### config.mk
export PLATFORM = sky130hd
export DESIGN_NAME = wha_update
export DESIGN_NICKNAME = d
export VERILOG_FILES = /design/src/rtl/core/wha_pkg.sv /design/src/rtl/core/wha_update.sv
export VERILOG_INCLUDE_DIRS = /design/src /design/src/rtl/core
export SDC_FILE = /design/constraint.sdc
export NUM_CORES = 1
export LEC_CHECK = 0
export BUFFER_PORTS_ARGS = -buffer_cell sky130_fd_sc_hd__buf_2
export CAP_MARGIN = 20
export CORE_ASPECT_RATIO = 0.75
export CORE_MARGIN = 10
export CORE_UTILIZATION = 52
export CTS_CLUSTER_SIZE = 30
export DETAILED_ROUTE_END_ITERATION = 10
export HOLD_SLACK_MARGIN = 0.03
export PLACE_DENSITY = 0.83
export SLEW_MARGIN = 5
export SYNTH_ARGS = -nofsm -noshare
export SYNTH_HDL_FRONTEND = slang
export SYNTH_SLANG_ARGS = --single-unit
export TNS_END_PERCENT = 100
### constraint.sdc
create_clock -name i_clk -period 9.6 [get_ports i_clk]
set_clock_uncertainty 0.05 [all_clocks]
set_input_delay 1.92 -clock i_clk [delete_from_list [all_inputs] [get_ports i_clk]]
set_output_delay 1.92 -clock i_clk [all_outputs]
set_load 0.01 [all_outputs]
### src/rtl/core/weighted_histogram_argmax_macros.svh
// ---------------------------------------------------------------------------
// Weighted histogram argmax: assertion macros
// Shared concurrent assertion forms used by the core modules.
// ---------------------------------------------------------------------------
`ifndef WEIGHTED_HISTOGRAM_ARGMAX_MACROS_SVH
`define WEIGHTED_HISTOGRAM_ARGMAX_MACROS_SVH

// Same-cycle implication, disabled during reset.
`define WHA_ASSERT_NOW(lbl, clk, rstn, pre, post, msg) \
    lbl: assert property (@(posedge clk) disable iff (!(rstn)) (pre) |-> (post)) \
        else $error(msg);

// Next-cycle implication, disabled during reset.
`define WHA_ASSERT_NEXT(lbl, clk, rstn, pre, post, msg) \
    lbl: assert property (@(posedge clk) disable iff (!(rstn)) (pre) |=> (post)) \
        else $error(msg);

`endif

### src/rtl/core/wha_pkg.sv
`timescale 1ns / 1ps
// ---------------------------------------------------------------------------
// wha_pkg
// Widths, constants and inter-module structs for the weighted histogram.
// ---------------------------------------------------------------------------
package wha_pkg;

    localparam int IDX_W     = 10;
    localparam int WT_W      = 16;
    localparam int TOT_W     = 32;
    localparam int IDX_SPAN  = 1 << IDX_W;   // bins reachable by the index field
    localparam int S_TDATA_W = 32;           // 26 payload bits padded to bytes
    localparam int M_TDATA_W = 48;           // 42 payload bits padded to bytes

    localparam logic [TOT_W-1:0] TOT_MAX = {TOT_W{1'b1}};

    // Write request into the bin store.
    typedef struct packed {
        logic             en;
        logic [IDX_W-1:0] idx;
        logic [TOT_W-1:0] total;
    } t_bin_wr;

    // Leader as reported on the result word.
    typedef struct packed {
        logic [IDX_W-1:0] bin;
        logic [TOT_W-1:0] total;
    } t_leader;

endpackage

### src/rtl/core/wha_update.sv
`timescale 1ns / 1ps
`include "weighted_histogram_argmax_macros.svh"
// ---------------------------------------------------------------------------
// wha_update
// Saturating accumulate of one bin and running leader tracking.
// ---------------------------------------------------------------------------
module wha_update (
    input  logic                          i_clk,
    input  logic                          i_rst_n,
    input  logic                          i_fire,      // item leaves the update stage
    input  logic                          i_in_range,
    input  logic [wha_pkg::IDX_W-1:0]     i_idx,
    input  logic [wha_pkg::WT_W-1:0]      i_wt,
    input  logic [wha_pkg::TOT_W-1:0]     i_rd_total,
    input  logic                          i_fwd,       // store read was stale
    input  logic [wha_pkg::TOT_W-1:0]     i_fwd_total,
    output wha_pkg::t_bin_wr              o_wr,
    output wha_pkg::t_leader              o_leader
);

    logic                       r_best_valid;
    logic [wha_pkg::IDX_W-1:0]  r_best_bin;
    logic [wha_pkg::TOT_W-1:0]  r_best_total;
    logic                       n_best_valid;
    logic [wha_pkg::IDX_W-1:0]  n_best_bin;
    logic [wha_pkg::TOT_W-1:0]  n_best_total;

    logic [wha_pkg::TOT_W-1:0]  old_total;
    logic [wha_pkg::TOT_W:0]    raw_sum;
    logic [wha_pkg::TOT_W-1:0]  sum;
    logic                       take_lead;

    always_comb begin
        old_total = i_fwd ? i_fwd_total : i_rd_total;
        raw_sum   = {1'b0, old_total} + {{(wha_pkg::TOT_W + 1 - wha_pkg::WT_W){1'b0}}, i_wt};
        sum       = raw_sum[wha_pkg::TOT_W] ? wha_pkg::TOT_MAX : raw_sum[wha_pkg::TOT_W-1:0];
        // strict compare: an equal total never steals the lead
        take_lead = i_in_range && (!r_best_valid || (sum > r_best_total));

        n_best_valid = r_best_valid | take_lead;
        n_best_bin   = take_lead ? i_idx : r_best_bin;
        n_best_total = take_lead ? sum   : r_best_total;
    end

    always_comb begin
        o_wr.en       = i_fire && i_in_range;
        o_wr.idx      = i_idx;
        o_wr.total    = sum;
        o_leader.bin   = n_best_valid ? n_best_bin   : '0;
        o_leader.total = n_best_valid ? n_best_total : '0;
    end

    always_ff @(posedge i_clk) begin
        if (!i_rst_n) begin
            r_best_valid <= 1'b0;
            r_best_bin   <= '0;
            r_best_total <= '0;
        end else if (i_fire) begin
            r_best_valid <= n_best_valid;
            r_best_bin   <= n_best_bin;
            r_best_total <= n_best_total;
        end
    end

    `WHA_ASSERT_NOW(a_lead_monotone, i_clk, i_rst_n, $past(i_rst_n), r_best_total >= $past(r_best_total), "leader total decreased")
    `WHA_ASSERT_NOW(a_no_lead_zero, i_clk, i_rst_n, !r_best_valid, (r_best_total == '0) && (r_best_bin == '0), "leader set without valid")

endmodule

# Yosys cells after proc, flatten, opt, wreduce, memory -nomap -nowiden
# Index checks and enable logic that the tools add are counted.
totals:
  reg_bits: 43
  latchBits: 0
  mem_bits_rw: 0
  romBits: 0
  out_inout_bits: 85
  mem_count: 0
op_classes:
  n_addsub: 1
  n_mul: 0
  n_div: 0
  order_cmp: 1
  n_eq_ne: 0
  n_shift: 0
  mux: 6
  bitwise: 1
  n_reduce_logical: 4
ops:
  columns: ["op", "count"]
  rows:
  - ["$mux 32", 4]
  - ["$add 32x16->33", 1]
  - ["$gt 32x32->1", 1]
  - ["$mux 10", 2]
  - ["$logic_and 1x1->1", 2]
  - ["$logic_not 1->1", 1]
  - ["$logic_or 1x1->1", 1]
  - ["$or 1x1->1", 1]

# Logic depth before layout (Yosys ltp)
# Gate-level depths: netlist (run 1).
depth:
  word_depth: 8
  depth_mapped: 26

# Worst setup path before layout (run 1)
# OpenSTA, ideal clock, no wires.
synth_timing:
  path_kind: "input-to-output"
  start: "input i_fwd"
  end: "output o_leader[27] in the netlist's numbering"
  t_arrival_ns: 7.383
  required_time_ns: 7.630
  slack_ns: 0.247
  cell_stages: 22
  cell_sequence: "buf_2 -> buf_4 -> buf_2 -> clkbuf_1 -> buf_2 -> mux2_2 -> ha_1 -> buf_2 -> nand4_2 -> a2111oi_4 -> a211oi_2 -> a2111oi_4 -> nand2_1 -> xnor2_1 -> nand2_1 -> ha_1 -> nand4_1 -> or4_1 -> o211ai_2 -> clkbuf_1 -> a21oi_1 -> a311oi_1"
synth_lines:
  columns: ["item", "line_no", "text"]
  rows:
  - ["start, declared", "wha_update.sv:15", "input logic i_fwd,"]
  - ["end, declared", "wha_update.sv:18", "output wha_pkg::t_leader o_leader"]

==> results of run 1 <==
[logic make-up after synthesis]
| group | synth area share |
|---|---|
| AOI/OAI and AO/OA | 0.336 |
| xor gates and xnor gates | 0.0393 |
| adders and majority gates | 0.121 |
| buffers and inverters | 0.0905 |
| DFF | 0.168 |
| muxes | 0.0646 |
| and+or+nand+nor | 0.180 |
[path summary, 6_finish.rpt]
| path | startpoint | end | cells after the start | slack, ns |
|---|---|---|---|---|
| max | i_fwd | o_leader[14] | 19 | 0.23 |
| min | r_best_bin[4] | r_best_bin[4] | 2 | 0.43 |
| max reg2reg | r_best_total[22] | r_best_total[26] | 9 | 6.39 |
| min reg2reg | r_best_bin[4] | r_best_bin[4] | 2 | 0.43 |
[layout make-up]
| type | instances | area (um2) |
|---|---|---|
| multi-input combinational | 537 | 3850 |
| timing repair buffer | 198 | 1070 |
| clock buffer | 5 | 125 |
| clock inverter | 3 | 25.0 |
| tap | 132 | 165 |
| inverter | 44 | 165 |
| fill | 891 | 3390 |
| sequential | 43 | 861 |
[per-layer routing]
metal,track usage,vias up
met5,0,-
met1,0.305,2851
met2,0.406,301
met3,0.0673,28
met4,0.0682,0
li1,-,2860
[registers in the layout (all words and copies together), names as in the netlist]
| signal | count |
|---|---|
| r_best_bin | 10 |
| r_best_total | 32 |
| r_best_valid | 1 |
[per-stage QoR]
step | hold slack (ns) | TNS (ns) | utilization
2_1_floorplan | 0.400 | 0 | -
3_3_place_gp | 0.407 | 0 | 0.627
3_5_place_dp | 0.416 | 0 | 0.627
4_1_cts | 0.426 | 0 | 0.643
5_1_grt | 0.461 | -0.290 | 0.649
6_report | 0.426 | 0 | 0.649
[power by group through the flow]
stage | combinational (mW) | sequential, mW | clock (mW)
floorplan | 0.276 | 0.200 | 0
global placement | 0.411 | 0.202 | 0
detailed placement | 0.421 | 0.203 | 0
CTS | 0.424 | 0.199 | 0.176
global route | 0.476 | 0.200 | 0.183
finish | 0.434 | 0.199 | 0.175
[worst max-delay path: cells and delay by family]
| kind | cells | cell delay [ns] |
|---|---|---|
| buffers and inverters | 4 | 0.81 |
| adders and majority gates | 3 | 1.01 |
| AOI/OAI and AO/OA | 5 | 1.20 |
| and+or+nand+nor | 6 | 2.07 |
| muxes | 1 | 0.37 |
[cell usage after synthesis, types with 3 or more instances]
master | n | area (um2)
o21ai_0 | 38 | 190
a32o_1 | 3 | 30.0
a221oi_1 | 7 | 61.3
nor2_1 | 20 | 75.1
a21o_1 | 14 | 105
nand2b_1 | 4 | 25.0
nand2_1 | 49 | 184
o21a_1 | 4 | 30.0
a21oi_1 | 88 | 440
and4_1 | 3 | 26.3
clkbuf_1 | 26 | 97.6
a211oi_1 | 35 | 263
nor3_1 | 24 | 120
mux2_2 | 17 | 191
buf_1 | 3 | 11.3
nand3b_1 | 3 | 22.5
nor2b_1 | 7 | 43.8
a31oi_1 | 3 | 18.8
xnor2_1 | 12 | 105
inv_1 | 44 | 165
o211ai_1 | 8 | 60.1
nand4_1 | 12 | 75.1
o21bai_1 | 3 | 22.5
a311oi_1 | 17 | 149
and2_1 | 8 | 50.1
mux2i_1 | 14 | 140
ha_1 | 48 | 601
nand3_1 | 35 | 175
buf_4 | 12 | 90.1
xor2_1 | 11 | 96.3
dfxtp_1 | 43 | 861
a2111oi_0 | 5 | 43.8
buf_2 | 20 | 100
[what timing repair did]
action | CTS | global route
gates resized for setup | 0 | 12
setup endpoints to repair | 0 | 39
hold buffers | 0 | 0
[layout by cell type (no fill, tap or decap), drive strengths merged, types with 4 or more instances in the layout]
master   count
nand3       35
nand4       13
a311oi      17
nand2       49
a221oi       7
a2111oi      8
a21oi       89
mux2        17
xor2        11
clkbuf       6
xnor2       12
nand2b       4
and2         9
nor2b        7
buf        197
and4         4
inv         44
dfxtp       43
nor2        21
a21o        16
o21ai       40
a211oi      36
nor3        25
mux2i       14
o211ai      10
o21a         4
ha          48
==> results.md, run 1 <==
- Outcome: complete, no violations
- Max Fclk: 107 MHz
- Layout area overhead: 22.1%
- Metal2 WL: 8620 um
- Ys async rst share: 0
- Die Area: between 10000 and 15000 um2
- Worst VDD drop: approximately 70 uV
- Worst path cell trace: clkbuf_4 > mux2_2 > ha_1 > fa_1 > a211oi_1 > o211ai_2 > nand4_1 > a21oi_1 > and3_2 > nor2_1 > inv_1 > ha_1 > nand4_1 > or4_1 > o211a_1 > buf_4 > nor3_2 > a221oi_1 > buf_2
- Die Ht: 106 um
- Slew headroom: 0.429
- # DRC: 0
- Logic pwr share: 0.537
- RSZ-0062 raised after global routing: yes
- Worst setup EP type: output pin
- CTS tree: done
- Initial antenna violation count: 0
- Dpl ws: around 0.11 ns
- DR top layer: met4
- Post-CTS setup buffer count: 0
- Cell count after synthesis: ~700
- Placed cell area: between 6000 and 7000 um2
- CTS Sinks: 43
- Die Width: about 130 um
- Reg power frac: 0.246
- CTS buffer count: 5
- Pwr Density: approximately 130 nW/um2
- Worst Path Class, Setup: in2out
- Via density: ~6.3
- PortBufs: around 180
- Path category of the worst min-delay check: reg2reg
- Sw Share: 0.430
- Worst path max stage delay: approximately 0.63 ns
- Vias in the first global route: approximately 5.9k
- ANT cells: 0
- Avg WL per Cell: 19.3 um
- DRT Pass-1 Iters: 5
- Worst-Margin Slew: ~0.86 ns
- Int Pwr: around 0.46 mW
- Post-route cell area: 6260 um2
- Worst path required time: 7.63 ns
- CP max stage cell: or4_1
- Synth unique cells: just under 70
- Post-Route M1 WL: 7860 um
- Post-synthesis sequential area ratio: 0.168
- Arrival time at the worst endpoint: roughly 7.4 ns
- GRT Util Overall: 0.245
- HPWL after detailed placement: about 15000 um
- Fin cells: 962
- Design Power: just over 0.8 mW
- Antenna viol nets, final: 0
- Startpoint types: input pin
- Psw: 0.347 mW
- CTS root buf: clkbuf_16
- Synth Flop Type: dfxtp_1
- Max cap viols: 0
- Num ports: 180
- CTS Buffer Depth: 2
- #FFs+latches synth: 43
- Post-Syn Nets: a little over 800
- Pleak: between 2 and 3 nW
- Crit path max fanout: between 40 and 50
- Avg Inst Size Synth: 7.49 um2
- Routability cong.: about 0.96
- Fin crit share: 0.976
- Largest net degree at the start of global routing: 45
- Starting Density: 0.531
- First-pass GRT wire length: 29600 um
- Final #Nets: 973
- Row cnt: 31
- Total vias in the final route: between 6k and 7k
- Syn. warnings: 0
- Post-synth EDFFs: 0
- Clk slew on worst S/H paths: around 0.070 ns
- Syn Std Cell Area: 5130 um2
- Final hold viol count: 0
- Core Area: approximately 9700 um2
- Post-route setup slack: around 0.23 ns
- DRT iter0 DRCs: between 400 and 500
- Grt ovf: 0
- Final wirelength: approximately 19000 um
- Htree depth: 2
- Clock latency on the worst-skew pair: a little under 0.3 ns
- Final Critical Period: 9.37 ns
- Met3 routed WL: roughly 1800 um
- Final Max Slew Viols: 0
- Share of layout cells above drive strength 1: 0.305
- Final Setup Violations: 0
- Cells after DPL: ~950
- Share of total power in the clock network: 0.217
Note: power is estimated with default switching activity, not from simulation.
==> run 2: changes to the inputs <==
--- a/config.mk
+++ b/config.mk
@@ -8,7 +8,7 @@
 export LEC_CHECK = 0
 export BUFFER_PORTS_ARGS = -buffer_cell sky130_fd_sc_hd__buf_2
 export CAP_MARGIN = 20
-export CORE_ASPECT_RATIO = 0.75
+export CORE_ASPECT_RATIO = 0.9
 export CORE_MARGIN = 10
 export CORE_UTILIZATION = 52
 export CTS_CLUSTER_SIZE = 30
==> run 2 against run 1 <==
Register-to-register slack gained 0.12 ns. Maximum frequency grew 0.16%. Critical path depth grew 2. Critical endpoint is now o_leader[10]. Largest cell class unchanged. Largest power group unchanged.
==> results.md, run 2 (synthesis results as in run 1) <==
- Top Registers: r_best_total: 32 flops, r_best_bin: 10 flops, r_best_valid: 1 flops
- Clock latency on the worst-skew pair: 0.30 ns
- Worst path max stage delay: about 0.43 ns
- Buffers and inverters on the worst path: 3
- Cts hold-fix bufs: 0
- Most frequent cells in the layout: 178 x buf_2, 88 x a21oi_1, 49 x nand2_1, 48 x ha_1, 44 x inv_1
- Post-CTS setup buffer count: 0
- Antenna viol nets, final: 0
- Commonest non-fill, non-tap cell in the layout: buf_2
- CP max stage cell: fa_1
- Via density: roughly 6.3
- GRT Util Overall: 0.239
- Path category of the worst min-delay check: reg2reg
- Worst setup EP type: output pin
- Layout area overhead: 21.0%
- PortBufs: ~180
- Worst Path Class, Setup: in2out
- Die Area: between 10000 and 15000 um2
- CTS buffer count: 5
- CTS Buffer Depth: 2
- Worst path cell trace: clkbuf_4 > mux2_2 > ha_1 > fa_1 > a211oi_1 > o211ai_2 > a21oi_1 > o21bai_1 > a21oi_1 > xor2_1 > nand2_1 > ha_1 > nand4_1 > nor3_1 > a21boi_1 > a2111oi_4 > o211ai_4 > nand2_1 > buf_4 > a211oi_1 > buf_2
- Max cap viols: 0
- DRT Pass-1 Iters: 5
- Starting Density: 0.531
- Avg WL per Cell: 19.0 um
- Vias in the first global route: between 5k and 6k
- Filler instances: 875
- Core Area: 9660 um2
- Worst-Margin Slew: around 0.72 ns
- Max Fclk: approximately 110 MHz
- Setup TNS: 0 ns
- HPWL after detailed placement: roughly 14000 um
- Worst VDD drop: roughly 74 uV
- Final Critical Period: 9.36 ns
- Clk slew on worst S/H paths: around 0.09 ns
- Crit path launch: i_fwd
- Die Ht: ~110 um
- CP top delay family: compound AO/OA/AOI/OAI gates
- Arrival time at the worst endpoint: ~7.4 ns
- Pwr Density: between 100 and 150 nW/um2
- Routability cong.: 1.00
- Largest Register: r_best_total
- Startpoint types: input pin
- Final #Nets: 973
- Largest net degree at the start of global routing: 60
- Number of flip-flops in the largest register: 32
- Slew headroom: 0.518
- First-pass GRT wire length: around 29000 um
- Crit path max fanout: 18
- ANT cells: 0
- Num ports: 180
- Htree depth: 2
- Fin crit share: 0.975
- CTS root buf: clkbuf_8
- # DRC: 0
- Row cnt: 34
- Final wirelength: between 15000 and 20000 um
- Worst path required time: 7.63 ns
- Min-delay src: r_best_bin[8]
- Final hold viol count: 0
- RR Startpoint: r_best_total[5]
- Share of layout cells above drive strength 1: 0.298
- DRT iter0 DRCs: 618
- Final Max Slew Viols: 0
- Min Hold Slack: approximately 0.43 ns
- Initial antenna violation count: 0
- Final Setup Violations: 0
- Reg2Reg Setup Slack: 6.51 ns
- Pleak: around 2.8 nW
- Grt ovf: 0
- CTS Sinks: 43
- Die Width: roughly 120 um
- CTS tree: done
- Total vias in the final route: roughly 6k
- Outcome: complete, no violations
- Design Power: approximately 0.77 mW
run 2: changes by cell type in the layout (fill, tap and decap cells not counted), sizes merged:
cell / previous run / this run
bufinv: 0 / 1
clkinvlp: 1 / 0
run 2: worst min-delay path, cell delays in order, from the launching register on:
cell	delay, ns
dfxtp_1	0.31
o21ai_0	0.06
a21oi_1	0.06
run 2: worst paths after layout:
path | to | depth (start not counted)
hold reg to reg | r_best_bin[8] | 2
setup reg to reg | r_best_total[29] | 11
setup / recovery | o_leader[10] | 21
hold / removal | r_best_bin[8] | 2
run 2: cell type report:
type	instances	area [um2]	area share
Clock inverter	3	43.8	0.00706
Clock buffer	5	68.8	0.0111
Sequential cell	43	861	0.139
Timing Repair Buffer	198	1070	0.173
Tap cell	126	158	0.0254
Inverter	44	165	0.0266
Multi-Input combinational cell	537	3840	0.618
run 2: report_power, final:
| part | switching, mW | total (mW) | leakage, nW | internal (mW) |
|---|---|---|---|---|
| Clock | 0.0698 | 0.147 | 0.0581 | 0.0776 |
| Combinational | 0.257 | 0.429 | 2.35 | 0.172 |
| Sequential | 0.00749 | 0.199 | 0.354 | 0.191 |
| Total | 0.334 | 0.775 | 2.76 | 0.441 |
run 2: per-layer routing:
metal | global-route usage | routed length, um | up-vias
met1 | 0.290 | 7630 | 2803
met5 | 0 | 0 | -
met3 | 0.0468 | 1420 | 36
met4 | 0.0698 | 438 | 0
li1 | - | - | 2862
met2 | 0.419 | 8650 | 331
run 2: timing repair:
item,4_1_cts,5_1_grt
setup endpoints to repair,0,35
gates resized for setup,0,7
endpoints found under the hold margin,0,0
run 2: through the flow:
| step | util | setup WS, ns | std cells | area, um2 |
|---|---|---|---|---|
| finish | 0.643 | 0.243 | 956 | 6210 |
| detailed placement | 0.626 | 0.132 | 947 | 6050 |
| global route | 0.643 | -0.0103 | 956 | 6210 |
| global placement | 0.626 | 0.290 | 947 | 6050 |
| floorplan | - | 0.247 | 685 | 5130 |
| CTS | 0.638 | 0.109 | 955 | 6160 |
==> run 3: changes to the inputs <==
--- a/config.mk
+++ b/config.mk
@@ -14,6 +14,7 @@
 export CTS_CLUSTER_SIZE = 30
 export DETAILED_ROUTE_END_ITERATION = 10
 export HOLD_SLACK_MARGIN = 0.03
+export MAX_ROUTING_LAYER = met4
 export PLACE_DENSITY = 0.83
 export SLEW_MARGIN = 5
 export SYNTH_ARGS = -nofsm -noshare
==> run 3 against run 2 <==
Combinational power about the same. Utilization about the same. Sequential share of layout area about the same. Sequential power about the same. Count of clock-buffer cells in the layout unchanged. Register-to-register slack worse by 0.08 ns. Sequential cell count unchanged. Final area about the same. Worst hold slack better by 0.0067 ns. Critical path type unchanged.
==> results.md, run 3 (synthesis results as in run 1) <==
- Grt ovf: 0
- RR Startpoint: r_best_total[13]
- Min-delay src: r_best_bin[3]
- Worst-Margin Slew: between 0.8 and 0.9 ns
- Starting Density: 0.531
- Row cnt: 34
- Dpl ws: a little under 0.09 ns
- Buffers and inverters on the worst path: 4
- PortBufs: roughly 180
- Worst Path Class, Setup: in2out
- DRT Pass-1 Iters: 7
- Pwr Density: between 100 and 150 nW/um2
- Worst VDD drop: around 65 uV
- First-pass GRT wire length: 29500 um
- Num ports: 180
- Die Area: between 10000 and 15000 um2
- HPWL after detailed placement: between 10000 and 15000 um
- Max Fclk: ~110 MHz
- GRT Util Overall: 0.248
- Final Critical Period: approximately 9.4 ns
- # DRC: 0
- Routability cong.: just under 1
- Max cap viols: 0
- Number of flip-flops in the largest register: 32
- Largest Register: r_best_total
- Worst setup EP type: output pin
- Clk slew on worst S/H paths: 0.10 ns
- Die Width: 125 um
- Clock latency on the worst-skew pair: roughly 0.31 ns
- Outcome: complete, no violations
- DRT iter0 DRCs: between 600 and 700
- Commonest non-fill, non-tap cell in the layout: buf_2
- Post-route setup slack: roughly 0.24 ns
- Antenna viol nets, final: 0
- Path category of the worst min-delay check: reg2reg
- Final hold viol count: 0
- Via density: between 6 and 7
- Htree depth: 2
- Final wirelength: ~18000 um
- Total vias in the final route: around 6k
- Layout area overhead: 21.0%
- Top Registers: r_best_total: 32 flops, r_best_bin: 10 flops, r_best_valid: 1 flops
- Die Ht: ~110 um
- CTS buffer count: 5
- ANT cells: 0
- Most frequent cells in the layout: 178 x buf_2, 88 x a21oi_1, 49 x nand2_1, 48 x ha_1, 44 x inv_1
- Fin crit share: 0.975
- Worst path required time: between 7 and 8 ns
- CTS Buffer Depth: 2
- Startpoint types: input pin
- CTS Sinks: 43
- Crit path launch: i_fwd
- Post-CTS setup buffer count: 0
- Initial antenna violation count: 0
- CP top delay family: simple AND/OR/NAND/NOR gates
- Slew headroom: 0.416
- Share of layout cells above drive strength 1: 0.298
- Core Area: between 9000 and 10000 um2
- Final Setup Violations: 0
- Setup TNS: 0 ns
- Final Max Slew Viols: 0
- Vias in the first global route: about 6.0k
- CP max stage cell: mux2i_1
- CTS tree: done
- Avg WL per Cell: 19.0 um
- Crit path max fanout: 18
- CTS root buf: clkbuf_8
- Worst path max stage delay: ~0.57 ns
- Worst path cell trace: clkbuf_4 > mux2_2 > ha_1 > buf_4 > a21oi_1 > a21oi_1 > nand4_1 > buf_4 > a2111oi_0 > mux2i_1 > ha_1 > nand4_1 > nor4_1 > nand4_1 > nand2_1 > nor2_1 > a311oi_1 > buf_2
- Arrival time at the worst endpoint: between 7 and 8 ns
- Largest net degree at the start of global routing: 60
- RSZ-0062 raised after global routing: no
- Cell mode on critical path: nand4_1
- Pleak: 2.76 nW
- Design Power: just under 0.8 mW
- Final #Nets: 973
[run 3: timing repair]
action	in CTS	in global routing
hold buffers	0	0
endpoints found under the setup margin	0	30
hold endpoints to repair	0	0
resized for setup	0	3
[run 3: worst paths after layout]
kind	to	slack [ns]	cells after the start
worst min register to register	r_best_bin[3]	0.44	2
worst max-delay path	o_leader[27]	0.24	18
worst max register to register	r_best_total[22]	6.43	11
worst min-delay path	r_best_bin[3]	0.44	2
[run 3: metal layers]
layer,up-vias,GRT usage,wire [um],share of wire
met3,29,0.0356,1180,0.065
li1,2860,-,-,-
met5,-,-,0,0
met1,2785,0.302,7780,0.43
met4,0,0.0559,350,0.019
met2,283,0.426,8900,0.49
[run 3: worst register-to-register path, cell delays in order (launching register included)]
cell,delay [ns]
dfxtp_1,0.34
inv_1,0.07
ha_1,0.29
nand4_1,0.14
nor3_1,0.38
a21boi_1,0.31
a2111oi_4,0.10
o211a_1,0.24
buf_4,0.22
nor2_2,0.53
buf_8,0.24
o221a_2,0.20
[run 3: power by group]
part / total [mW] / switching [mW] / leakage [nW] / internal (mW)
Sequential: 0.199 / 0.00759 / 0.354 / 0.191
Clock: 0.150 / 0.0726 / 0.0581 / 0.0777
Combinational: 0.428 / 0.256 / 2.35 / 0.172
Total: 0.777 / 0.336 / 2.76 / 0.441
[run 3: stage by stage]
stage                     instance area [um2]   util  hold slack (ns)  std cells
after floorplan                          5130      -            0.400        685
after global placement                   6060  0.628            0.407        947
after detailed placement                 6060  0.628            0.418        947
after CTS                                6170  0.639            0.433        955
after global routing                     6210  0.643            0.465        956
final                                    6210  0.643            0.437        956
[run 3: area by class of cell]
| cell class | instances | area (um2) |
|---|---|---|
| flip-flops and latches | 43 | 861 |
| multi-input cells | 537 | 3840 |
| well taps | 126 | 158 |
| repair buffers | 198 | 1070 |
| fillers | 890 | 3450 |
| clock buffers | 5 | 68.8 |
| clock inverters | 3 | 43.8 |
| inverters | 44 | 165 |
